File: config.mk
export PLATFORM = sky130hd
export DESIGN_NAME = hdlc_bit_destuffer
export DESIGN_NICKNAME = d
export VERILOG_FILES = /design/src/hdlcd_pkg.sv /design/src/hdlcd_step.sv /design/src/hdlcd_outq.sv /design/src/hdlc_bit_destuffer.sv
export SDC_FILE = /design/constraint.sdc
export NUM_CORES = 1
export LEC_CHECK = 0
export BUFFER_PORTS_ARGS = -buffer_cell sky130_fd_sc_hd__buf_2
export CORE_MARGIN = 8
export CORE_UTILIZATION = 30
export DETAILED_ROUTE_END_ITERATION = 12
export PLACE_DENSITY = 0.52
export SLEW_MARGIN = 20
export SYNTH_ARGS = -nofsm -noshare
export SYNTH_HDL_FRONTEND = slang
export SYNTH_HIERARCHICAL = 1
export SYNTH_SLANG_ARGS = --single-unit
File: constraint.sdc
create_clock -name i_clk -period 10.6 [get_ports i_clk]
set_input_delay 1.59 -clock i_clk [delete_from_list [all_inputs] [get_ports i_clk]]
set_output_delay 1.59 -clock i_clk [all_outputs]
set_load 0.005 [all_outputs]
File: src/hdlcd_pkg.sv
// ----------------------------------------------------------------------------
// hdlcd_pkg
// Types and constants shared by the HDLC receive bit destuffer.
// ----------------------------------------------------------------------------
package hdlcd_pkg;

    localparam logic [7:0] FLAG_BYTE = 8'h7E;
    localparam logic [3:0] STUFF_RUN = 4'd5;   // zero after this many ones is dropped
    localparam logic [3:0] FLAG_RUN  = 4'd6;   // zero after this many ones closes a frame
    localparam logic [3:0] ONES_MAX  = 4'd15;  // saturation, also idle line threshold
    localparam logic [3:0] FULL_BITS = 4'd8;

    localparam logic KIND_DATA = 1'b0;
    localparam logic KIND_TERM = 1'b1;

    typedef enum logic [1:0] {
        ST_OK        = 2'd0,
        ST_FRAME_ERR = 2'd1,
        ST_ABORT     = 2'd2,
        ST_IDLE      = 2'd3
    } t_status;

    typedef enum logic [2:0] {
        PH_WAIT  = 3'b001,
        PH_FRAME = 3'b010,
        PH_ENDED = 3'b100
    } t_phase;

    typedef struct packed {
        logic [7:0] data_byte;
        logic       kind;
        t_status    frame_status;
        logic [3:0] valid_bits;
        logic       run_end;
    } t_result;

endpackage

File: src/hdlcd_step.sv
// ----------------------------------------------------------------------------
// hdlcd_step
// Frame state and unrolled eight-bit destuffing; one byte per enabled cycle.
// Gives up to two results: a full byte first, then a terminal result.
// ----------------------------------------------------------------------------
module hdlcd_step
    import hdlcd_pkg::*;
(
    input  logic       i_clk,
    input  logic       i_rst_n,
    input  logic       i_en,
    input  logic [7:0] i_rx_byte,
    input  logic       i_first_byte,
    input  logic       i_final_byte,
    output logic [1:0] o_cnt,
    output t_result    o_slot0,
    output t_result    o_slot1
);

    t_phase     r_phase, n_phase;
    logic [3:0] r_ones,  n_ones;
    logic [2:0] r_pos,   n_pos;
    logic [7:0] r_shift, n_shift;

    logic       ended;
    logic       keep;
    logic       bit_v;
    logic       full_v;
    logic [7:0] full_data;
    logic       term_v;
    t_result    term;

    always_comb begin
        n_phase   = r_phase;
        n_ones    = r_ones;
        n_pos     = r_pos;
        n_shift   = r_shift;
        ended     = 1'b0;
        keep      = 1'b0;
        bit_v     = 1'b0;
        full_v    = 1'b0;
        full_data = '0;
        term_v    = 1'b0;
        term      = '{data_byte: '0, kind: KIND_TERM, frame_status: ST_FRAME_ERR,
                      valid_bits: '0, run_end: 1'b1};

        if (i_first_byte) begin
            n_ones  = '0;
            n_pos   = 3'd7;
            n_shift = '0;
            if (i_rx_byte != FLAG_BYTE || i_final_byte) begin
                n_phase = PH_ENDED;
                term_v  = 1'b1;
            end else begin
                n_phase = PH_FRAME;
            end
        end else if (r_phase == PH_FRAME) begin
            for (int b = 7; b >= 0; b--) begin
                if (!ended) begin
                    bit_v = i_rx_byte[3'(b)];
                    keep  = 1'b1;
                    if (bit_v) begin
                        if (n_ones != ONES_MAX) begin
                            n_ones = n_ones + 4'd1;
                        end
                    end else if (n_ones >= FLAG_RUN) begin
                        // closing zero: six ones is a flag, more is abort or idle
                        term_v = 1'b1;
                        term.data_byte    = n_shift;
                        term.valid_bits   = {1'b0, 3'd7 - n_pos};
                        term.frame_status = (n_ones == FLAG_RUN) ? ST_OK :
                                            (n_ones == ONES_MAX) ? ST_IDLE : ST_ABORT;
                        ended = 1'b1;
                        keep  = 1'b0;
                    end else if (n_ones == STUFF_RUN) begin
                        n_ones = '0;
                        keep   = 1'b0;
                    end else begin
                        n_ones = '0;
                    end
                    if (keep) begin
                        n_shift[n_pos] = bit_v;
                        if (n_pos == 3'd0) begin
                            full_v    = 1'b1;
                            full_data = n_shift;
                            n_shift   = '0;
                            n_pos     = 3'd7;
                        end else begin
                            n_pos = n_pos - 3'd1;
                        end
                    end
                end
            end
            if (!ended && i_final_byte) begin
                term_v = 1'b1;
                term.data_byte  = n_shift;
                term.valid_bits = {1'b0, 3'd7 - n_pos};
            end
            if (term_v) begin
                n_phase = PH_ENDED;
                n_ones  = '0;
                n_pos   = 3'd7;
                n_shift = '0;
            end
        end
    end

    always_comb begin
        o_slot1 = term;
        if (full_v) begin
            o_slot0 = '{data_byte: full_data, kind: KIND_DATA, frame_status: ST_OK,
                        valid_bits: FULL_BITS, run_end: !term_v};
            o_cnt   = term_v ? 2'd2 : 2'd1;
        end else begin
            o_slot0 = term;
            o_cnt   = term_v ? 2'd1 : 2'd0;
        end
    end

    always_ff @(posedge i_clk) begin
        if (!i_rst_n) begin
            r_phase <= PH_WAIT;
            r_ones  <= '0;
            r_pos   <= 3'd7;
            r_shift <= '0;
        end else if (i_en) begin
            r_phase <= n_phase;
            r_ones  <= n_ones;
            r_pos   <= n_pos;
            r_shift <= n_shift;
        end
    end

endmodule

File: src/hdlcd_outq.sv
// ----------------------------------------------------------------------------
// hdlcd_outq
// Four-entry result queue: up to two results in a cycle, one out per pop.
// ----------------------------------------------------------------------------
module hdlcd_outq
    import hdlcd_pkg::*;
(
    input  logic       i_clk,
    input  logic       i_rst_n,
    input  logic [1:0] i_push_cnt,
    input  t_result    i_slot0,
    input  t_result    i_slot1,
    output logic       o_room,
    input  logic       i_pop,
    output logic       o_not_empty,
    output t_result    o_head
);

    t_result    r_mem [4];
    logic [1:0] r_wr, n_wr;
    logic [1:0] r_rd, n_rd;
    logic [2:0] r_cnt, n_cnt;
    logic       pop;

    assign o_not_empty = (r_cnt != 3'd0);
    assign pop         = i_pop && o_not_empty;
    // room for two more results after this cycle's pop
    assign o_room      = (r_cnt <= 3'd2) || (r_cnt == 3'd3 && pop);
    assign o_head      = r_mem[r_rd];

    assign n_wr  = r_wr + i_push_cnt;
    assign n_rd  = r_rd + {1'b0, pop};
    assign n_cnt = r_cnt + {1'b0, i_push_cnt} - {2'b0, pop};

    always_ff @(posedge i_clk) begin
        if (i_push_cnt != 2'd0) begin
            r_mem[r_wr] <= i_slot0;
        end
        if (i_push_cnt == 2'd2) begin
            r_mem[r_wr + 2'd1] <= i_slot1;
        end
    end

    always_ff @(posedge i_clk) begin
        if (!i_rst_n) begin
            r_wr  <= '0;
            r_rd  <= '0;
            r_cnt <= '0;
        end else begin
            r_wr  <= n_wr;
            r_rd  <= n_rd;
            r_cnt <= n_cnt;
        end
    end

endmodule

File: src/hdlc_bit_destuffer.sv
// ----------------------------------------------------------------------------
// hdlc_bit_destuffer
// HDLC receive bit destuffer: checks the opening flag, drops stuffed zeros,
// repacks bytes msb first and reports how each frame ends.
// ----------------------------------------------------------------------------
//   channel  valid         stall         payload
//   in       i_in_valid    o_in_stall    i_rx_byte, i_first_byte, i_final_byte
//   out      o_out_valid   i_out_stall   o_data_byte, o_kind, o_frame_status,
//                                        o_valid_bits, o_run_end
//
// A byte is registered on accept and destuffed once the result queue has
// room for two results; its results are registered into that queue. One byte
// per cycle while the queue keeps that room; a byte giving two results is
// drained one result at a time by the single-read result queue (four entries).
// Reset is synchronous; the queue is emptied and the frame state returns to
// waiting for a first byte. o_in_stall rises only when the queue lacks room
// for two results.
// ----------------------------------------------------------------------------
module hdlc_bit_destuffer
    import hdlcd_pkg::*;
(
    input  logic       i_clk,
    input  logic       i_rst_n,
    input  logic       i_in_valid,
    output logic       o_in_stall,
    input  logic [7:0] i_rx_byte,
    input  logic       i_first_byte,
    input  logic       i_final_byte,
    output logic       o_out_valid,
    input  logic       i_out_stall,
    output logic [7:0] o_data_byte,
    output logic       o_kind,
    output logic [1:0] o_frame_status,
    output logic [3:0] o_valid_bits,
    output logic       o_run_end
);

    logic       r_in_v, n_in_v;
    logic [7:0] r_rx;
    logic       r_first;
    logic       r_final;

    logic       room;
    logic       proc;
    logic       in_acc;
    logic [1:0] step_cnt;
    logic [1:0] push_cnt;
    t_result    slot0, slot1, head;

    assign proc       = r_in_v && room;
    assign o_in_stall = r_in_v && !room;
    assign in_acc     = i_in_valid && !o_in_stall;
    assign n_in_v     = in_acc || (r_in_v && !proc);
    assign push_cnt   = proc ? step_cnt : 2'd0;

    always_ff @(posedge i_clk) begin
        if (!i_rst_n) begin
            r_in_v <= 1'b0;
        end else begin
            r_in_v <= n_in_v;
        end
    end

    always_ff @(posedge i_clk) begin
        if (in_acc) begin
            r_rx    <= i_rx_byte;
            r_first <= i_first_byte;
            r_final <= i_final_byte;
        end
    end

    hdlcd_step u_step (
        .i_clk        (i_clk),
        .i_rst_n      (i_rst_n),
        .i_en         (proc),
        .i_rx_byte    (r_rx),
        .i_first_byte (r_first),
        .i_final_byte (r_final),
        .o_cnt        (step_cnt),
        .o_slot0      (slot0),
        .o_slot1      (slot1)
    );

    hdlcd_outq u_outq (
        .i_clk       (i_clk),
        .i_rst_n     (i_rst_n),
        .i_push_cnt  (push_cnt),
        .i_slot0     (slot0),
        .i_slot1     (slot1),
        .o_room      (room),
        .i_pop       (!i_out_stall),
        .o_not_empty (o_out_valid),
        .o_head      (head)
    );

    assign o_data_byte    = head.data_byte;
    assign o_kind         = head.kind;
    assign o_frame_status = head.frame_status;
    assign o_valid_bits   = head.valid_bits;
    assign o_run_end      = head.run_end;

endmodule

-- Word-level counts from Yosys, hierarchy flattened
Memories as Yosys holds them, arrays and structs flattened. A register that Yosys moved wholly into a read port is not among the register bits.
Index checks and enable logic that the tools add are counted.
- add/subtract/negate cells: 26
- $mul: 0
- div/mod/pow operators: 0
- $lt $le $gt $ge: 25
- equal/unequal tests: 32
- shift-type cells: 0
- multiplexer cells: 384
- bitwise operators: 0
- reductions and logical operators: 38
- operators by type and width (kind ; number):
    8-bit 2-to-1 mux ; 91
    4-bit 2-to-1 mux ; 41
    1-bit 2-to-1 mux ; 152
    6-bit 2-to-1 mux ; 25
    3-bit 2-to-1 mux ; 46
    8-bit bitwise mux ; 8
    4-bit by 3-bit equality test with 1-bit output, second input constant ; 16
    4-bit equality test, second input constant ; 8
    4-bit by 3-bit >= comparator with 1-bit output, second input constant ; 8
    3-bit by 4-bit < comparator with 1-bit output, second input constant ; 8
    3-bit subtractor, first input constant ; 9
    1-bit demux with 3-bit select ; 8
    3-bit by 1-bit >= comparator with 1-bit output, second input constant ; 8
    3-bit logical NOT ; 8
    2-bit 2-to-1 mux ; 12
    3-bit by 1-bit subtractor with 3-bit output, second input constant ; 8
    4-bit by 1-bit adder with 4-bit output, second input constant ; 4
    16-bit 2-to-1 mux ; 1
    4-bit != test, second input constant ; 4
    1-bit logical AND ; 15
    8-bit by 7-bit != test with 1-bit output, second input constant ; 1
    3-bit by 2-bit equality test with 1-bit output, second input constant ; 2
    1-bit logical NOT ; 6
    2-bit nonzero test ; 3
    other kinds (11) ; 13
- register bits: 36
- bits in latches: 0
- memory bits (writable): 64
- ROM bits: 0
- output and inout port bits: 18
- word-level logic and storage cells: 517
- memories: 1
- memory list (name ; depth ; width ; rd ports ; clocked after memory_dff ; write ports ; line ; RTL):
    u_outq.r_mem ; 4 ; 16 ; 1 ; 1 ; 2 ; hdlcd_outq.sv:19 ; t_result r_mem [4];

-- Logic depth before layout (Yosys ltp)
Gate-level depths: netlist of run 1.
- depth in word-level cells: 56
- mapped depth: 42
- gate-level depth less buffers: 36

-- By module
Netlist of run 1, hierarchy kept.
- by module, submodules not included (module ; instances ; cells each ; area each (um^2)):
    hdlcd_step ; 1 ; 931 ; 6008.3
    hdlcd_outq ; 1 ; 201 ; 3616.0
    hdlc_bit_destuffer ; 1 ; 18 ; 370.4

-- Worst setup path after synthesis of run 1
No wires, ideal clock.
- path type: reg-to-reg
- from: reg u_step.r_pos[0]
- to: mem u_outq/r_mem[0][0] in the netlist's numbering (enable)
- setup time: 414 ps
- arrival time: 8913 ps
- data required time: 10186 ps
- setup slack: 1273 ps
- cell stages (with the launch flop): 39
- buffers on the path: 5
- clock period less this slack: 9327 ps
- path through: dfxtp_1 > clkinv_1 > ha_1 > buf_2 > nor2b_1 > o32a_4 > clkinv_2 > buf_2 > ha_1 > ha_1 > mux2i_1 > inv_1 > ha_1 > nand2_1 > a21boi_1 > inv_1 > ha_1 > mux2i_2 > [3 not listed] > o21ai_0 > ha_1 > o21ai_0 > a31oi_1 > buf_2 > ha_1 > mux2_2 > ha_1 > clkbuf_1 > nand2_1 > nand2_1 > nand2_1 > inv_1 > ha_1 > and3_1 > buf_4 > nor2_1 > o31ai_1
- RTL lines (what ; line ; RTL):
    from (decl) ; hdlcd_step.sv:22 ; logic [2:0] r_pos, n_pos;
    from (signal assigned) ; hdlcd_step.sv:129 ; r_pos <= n_pos;
    to (decl) ; hdlcd_outq.sv:19 ;

==> summary.md, run 1 <==
| Metric | Value |
|---|---|
| Post-route cell area | between 0.01 and 0.015 mm^2 |
| Die Y-Extent | 198.5 um |
| Final slew viol count | 0 |
| # DRC | 0 |
| EDFF count, synth | 74 |
| CP max-delay cell | o32a_4 |
| Setup Buffers After CTS | 0 |
| Slew @ Worst Pin | between 900 and 1000 ps |
| Layout area overhead | 8.275% |
| H-tree depth | 3 |
| Post-Syn Area per Cell | ~8.7 um^2 |
| Highest ir drop seen on vdd | ~0.08 mV |
| Crit-path max cell delay | 410 ps |
| Final hold vios | 0 |
| # nets final | 1189 |
| Power Density | 93.03 mW/mm^2 |
| Relative slew slack | 0.3195 |
| Routability cong. | 0.9722 |
| Period utilization | 0.9252 |
| RSZ-0062 raised after global routing | no |
| Vias in the first global route | 9430 |
| Initial drt markers | 928 |
| Setup violations, final | 0 |
| Layout Skew | 17.73 ps |
| CTS resizes | 0 |
| CTS sink count | 100 |
| Asr flop ratio synth | 0 |
| Register area share after synthesis | 0.2744 |
| Design Power | 1.007 mW |
| Synth area leaders | edfxtp_1, mux2_2, dfxtp_1, nand2_1, ha_1 |
| Post-route setup TNS | 0 ps |
| Top cell type's share of synthesized area | 0.2223 |
| Drt total wl | 34790 um |
| FMAX | 102.0 MHz |
| Cell Rows | 67 |
| Hold slack final | between 400 and 500 ps |
| Initial Util | 0.3011 |
| CTS tree | built |
| Max FO, Critical Path | 23 |
| Synth Instances | approximately 1200 |
| Worst path required time | around 11000 ps |
| Core area | 0.03320 mm^2 |
| Clock latency on the worst-skew pair | 350 ps |
| DRT Pass-1 Iters | 5 |
| DP Area | 0.01049 mm^2 |
| CTS buffer count | 9 |
| Ports | 32 |
| Clock-pin slew on the worst setup and hold paths | 80 ps |
| Status | finished, final reports clean |
| CP startpoint kind | flop |
| Total grt overflow | 0 |
| Worst EP arrival | 9800 ps |
| Hold bufs inserted after CTS | 0 |
| Die width | 198.5 um |
| Crit end category | flop |
| Setup CP Type | reg -> reg |
| Mapped Area | 0.009995 mm^2 |
| Hold WC Path Type | reg -> reg |
| Post-DRT Antenna Nets | 0 |
| Layout cells sized above 1 | 0.1876 |
| Max Cap Viol | 0 |
| Post-DR vias/cell | a little under 6 |
| DR WL/cell | approximately 22 um |
| Largest net degree at the start of global routing | 45 |
| Synth warn | 6 |
| Post-DP HPWL | 26410 um |
| Max Buffers Root-to-Sink | 2 |
| Root Buffer | clkbuf_16 |
| Main synth FF type | edfxtp_1 |
| Gr usage total | 0.1754 |
| Leak Pwr | slightly below 4 nW |
| Yosys top cell by area | edfxtp_1 |
| Register bit total from synthesis | 100 |
| ANT cells | 0 |
| Netlist cell types | 110 |
| Min Tclk post-route | approximately 9800 ps |
| Cell mode on critical path | ha_1 |
| Die area | 0.03941 mm^2 |
| PortBufs | 31 |
| First-pass GRT wire length | 54510 um |
| Vias | 9509 |
| Antenna violations before repair | 0 |
[path summary, 6_finish.rpt]
path | startpoint | end | slack [ps] | depth (start not counted)
worst max-delay path | u_step/r_pos[1] | u_outq/r_mem[2][1] | 790 | 34
worst min-delay path | u_step/r_phase[0] | u_step/r_phase[0] | 470 | 2
worst min register to register | u_step/r_phase[0] | u_step/r_phase[0] | 470 | 2
worst max register to register | u_step/r_pos[1] | u_outq/r_mem[2][1] | 790 | 34
[cell type report]
type | instances | area, um^2
Clock buffer | 11 | 232.7
Clock inverter | 5 | 85.08
Fill cell | 3519 | 22380
Inverter | 44 | 166.4
Multi-Input combinational cell | 928 | 6676
Sequential cell | 100 | 2743
Tap cell | 448 | 560.5
Timing Repair Buffer | 58 | 357.8
[through the flow]
step	util	std cells	setup WS, ps
CTS	0.3256	1594	383.0
detailed placement	0.3160	1578	416.2
floorplan	-	1151	1273
finish	0.3260	1594	793.2
global route	0.3260	1594	168.6
global placement	0.3160	1578	797.1
[sequential cells by signal, summed over array words and instances (netlist names)]
signal and count:
u_step/r_shift 8, r_in_v 1, r_final 1, u_outq/r_wr 2, u_step/r_pos 3, u_step/r_ones 4
u_outq/r_rd 2, u_outq/r_mem 64, r_first 1, u_outq/r_cnt 3, r_rx 8, u_step/r_phase 3
[synth_stat cells, drive strengths merged (13+ instances only)]
master,n
clkbuf,33
o211ai,14
nor3,38
a31oi,17
mux2i,17
a21o,13
edfxtp,74
and2,24
buf,46
nor2b,16
o21ai,72
dfxtp,26
nand3,33
a211oi,14
o221ai,18
mux4,16
mux2,68
ha,33
nand2,118
a21oi,70
nor2,99
o31ai,20
nand2b,16
inv,42
[power breakdown]
group	internal, mW	switching (mW)	leakage, nW	total [mW]
clock	0.209	0.153	0.150	0.362
sequential	0.432	0.0198	0.890	0.452
combinational	0.0920	0.101	2.87	0.193
total	0.733	0.274	3.91	1.01
[cell usage in the layout (no fill, tap or decap), types with 11 or more instances in the layout]
cell type	instances
dfxtp_1	26
and3_1	12
o221ai_1	18
and2_1	23
mux2i_1	14
nor2_1	99
a211oi_1	12
buf_2	31
ha_1	33
buf_4	27
nor2b_1	15
edfxtp_1	74
nor3_1	36
o31ai_1	17
o21a_1	11
inv_1	37
a21o_1	12
nand2_1	117
a31oi_1	17
mux2_2	57
nand3_1	33
mux4_2	16
o21ai_0	62
a21oi_1	67
nand2b_1	16
o211ai_1	14
[layer usage]
metal	track usage	wire (um)	up-vias
met5	0	0	-
met1	0.2330	15350	4584
met4	0.08427	1649	0
met2	0.2796	15740	429
li1	-	-	4403
met3	0.02216	2056	93
[cell families after synthesis]
logic type	after synthesis	share of synthesized area
simple gates	411	0.2071
compound gates	369	0.2690
buf+inv	123	0.05971
mux	101	0.1342
flops	100	0.2744
fa+ha+maj	34	0.04332
xor+xnor	10	0.01152
other cells	2	0.0007514
[critical path: cells and delay by family (launching register included)]
| family | cells | cell delay, ps |
|---|---|---|
| multiplexers | 3 | 1070 |
| flip-flops | 1 | 310 |
| adder cells (fa/ha/maj) | 10 | 3320 |
| AND/OR/NAND/NOR | 8 | 1870 |
| AO/OA/AOI/OAI | 6 | 1570 |
| buffers and inverters | 7 | 1230 |
Note: power is estimated with default switching activity, not from simulation.
==> inputs of run 2 (changes only) <==
Settings changed: CORE_UTILIZATION 30 to 45, PLACE_DENSITY 0.52 to 0.69.
==> run 2 against run 1 <==
Flip-flop and latch count did not move. Sequential power barely moved. Maximum frequency barely moved. Utilization rose by 16 points. Via count rose by 2.8%. Worst hold slack improved by 12 ps. Worst setup slack barely moved. First-iteration DRC count rose by 49%. Largest cell class unchanged.
==> summary.md, run 2 (same netlist as run 1, synthesis figures left out) <==
| Metric | Value |
|---|---|
| Status | finished, final reports clean |
| First-pass GRT wire length | 51370 um |
| Total grt overflow | 0 |
| DRT Pass-1 Iters | 8 |
| Die area | 0.02723 mm^2 |
| Setup CP Type | reg -> reg |
| Antenna violations before repair | 0 |
| Clock latency on the worst-skew pair | 350 ps |
| Relative slew slack | 0.3558 |
| Max Buffers Root-to-Sink | 2 |
| Commonest non-fill, non-tap cell in the layout | nand2_1 |
| WL met3 | 3435 um |
| Setup Buffers After CTS | 0 |
| Vias in the first global route | 9142 |
| Initial Util | 0.4580 |
| CTS resizes | 0 |
| Clock-pin slew on the worst setup and hold paths | 70 ps |
| FMAX | slightly above 100 MHz |
| Routability cong. | 1.031 |
| CP startpoint kind | flop |
| Delay-heaviest family, CP | adder cells |
| CTS buffer count | 9 |
| Top flop regs | u_outq/r_mem x64, r_rx x8, u_step/r_shift x8 |
| PortBufs | 31 |
| Min Tclk post-route | 9806 ps |
| Hold WC Path Type | reg -> reg |
| Vias | 9771 |
| Post-DP HPWL | 24370 um |
| CTS sink count | 100 |
| Die width | 165.0 um |
| Cell Rows | between 50 and 60 |
| Bufs and invs on worst path | 8 |
| Leak Pwr | 3.928 nW |
| Post-route setup TNS | 0 ps |
| Final slew viol count | 0 |
| Cell mode on critical path | ha_1 |
| Drt total wl | 32580 um |
| Power Density | 93.56 mW/mm^2 |
| Flip-flop count of the largest register after layout | 64 |
| Layout area overhead | 6.523% |
| # DRC | 0 |
| Initial drt markers | 1386 |
| Hold slack final | 480.4 ps |
| Most frequent cells in the layout | nand2_1, nor2_1, edfxtp_1, a21oi_1, o21ai_0 |
| Layout Skew | about 3.9 ps |
| Worst path required time | 10650 ps |
| Crit end category | flop |
| Die Y-Extent | 165.0 um |
| Setup violations, final | 0 |
| Post-DRT Antenna Nets | 0 |
| Core area | 0.02182 mm^2 |
| DR WL/cell | 22.82 um |
| CTS tree | built |
| Layout cells sized above 1 | 0.1899 |
| Post-DR vias/cell | a little under 7 |
| CP max-delay cell | nand4b_4 |
| Period utilization | 0.9251 |
| Gr usage total | 0.2388 |
| H-tree depth | 3 |
| Crit-path max cell delay | 450 ps |
| Met1 WL | 13770 um |
| Ports | 32 |
| ANT cells | 0 |
| Reg-to-reg slack, setup | 790 ps |
| # nets final | 1192 |
| Worst EP arrival | around 9900 ps |
| Met2 routed WL | approximately 14000 um |
| Highest ir drop seen on vdd | roughly 0.13 mV |
| RSZ-0062 raised after global routing | no |
| Max layer used | met4 |
| Root Buffer | clkbuf_16 |
| Hold bufs inserted after CTS | 0 |
| Slew @ Worst Pin | ~940 ps |
| Final hold vios | 0 |
| Largest Register | u_outq/r_mem |
| Max Cap Viol | 0 |
| Max FO, Critical Path | 23 |
| Largest net degree at the start of global routing | 45 |
-- run 2: changes by cell type in the layout (fill, tap and decap cells not counted), sizes merged --
cell,change
buf,+3
clkbuf,-1
-- run 2: tightest hold or removal path, cell delays in order (launching register included) --
cell	delay (ps)
dfxtp_1	310
o21ai_0	70
nand2_1	50
-- run 2: worst paths after layout --
check	start	end	cells past startpoint
max	u_step/r_pos[1]	u_outq/r_mem[0][14]	35
min	u_step/r_phase[0]	u_step/r_phase[0]	2
max reg2reg	u_step/r_pos[1]	u_outq/r_mem[0][14]	35
min reg2reg	u_step/r_phase[0]	u_step/r_phase[0]	2
-- run 2: routing by layer --
metal / up-vias / track usage
met5: - / 0
met4: 0 / 0.09419
met3: 107 / 0.05583
met2: 618 / 0.3542
met1: 4637 / 0.3292
li1: 4409 / -
-- run 2: final cells by class --
class                      count  area (um^2)
clock inverter                 5        85.08
tap                          280        350.3
multi-input combinational    928         6693
inverter                      44        166.4
clock buffer                  10        229.0
fill                        2065        11180
sequential                   100         2743
timing repair buffer          61        380.4
-- run 2: where the power goes --
group / internal (mW) / leakage, nW / switching [mW]
Clock: 0.207 / 0.149 / 0.148
Sequential: 0.432 / 0.890 / 0.0177
Combinational: 0.0915 / 2.89 / 0.0999
-- run 2: through the flow --
step           utilization  instances  setup slack, ps  power (mW)  area [um^2]
5_1_grt             0.4878       1428            168.0       1.040        10650
6_report            0.4878       1428            793.7      0.9961        10650
3_3_place_gp        0.4721       1413            778.6      0.6473        10300
3_5_place_dp        0.4721       1413            408.0      0.6504        10300
4_1_cts             0.4865       1428            360.6       1.006        10620
2_1_floorplan            -       1151             1273      0.5932         9998
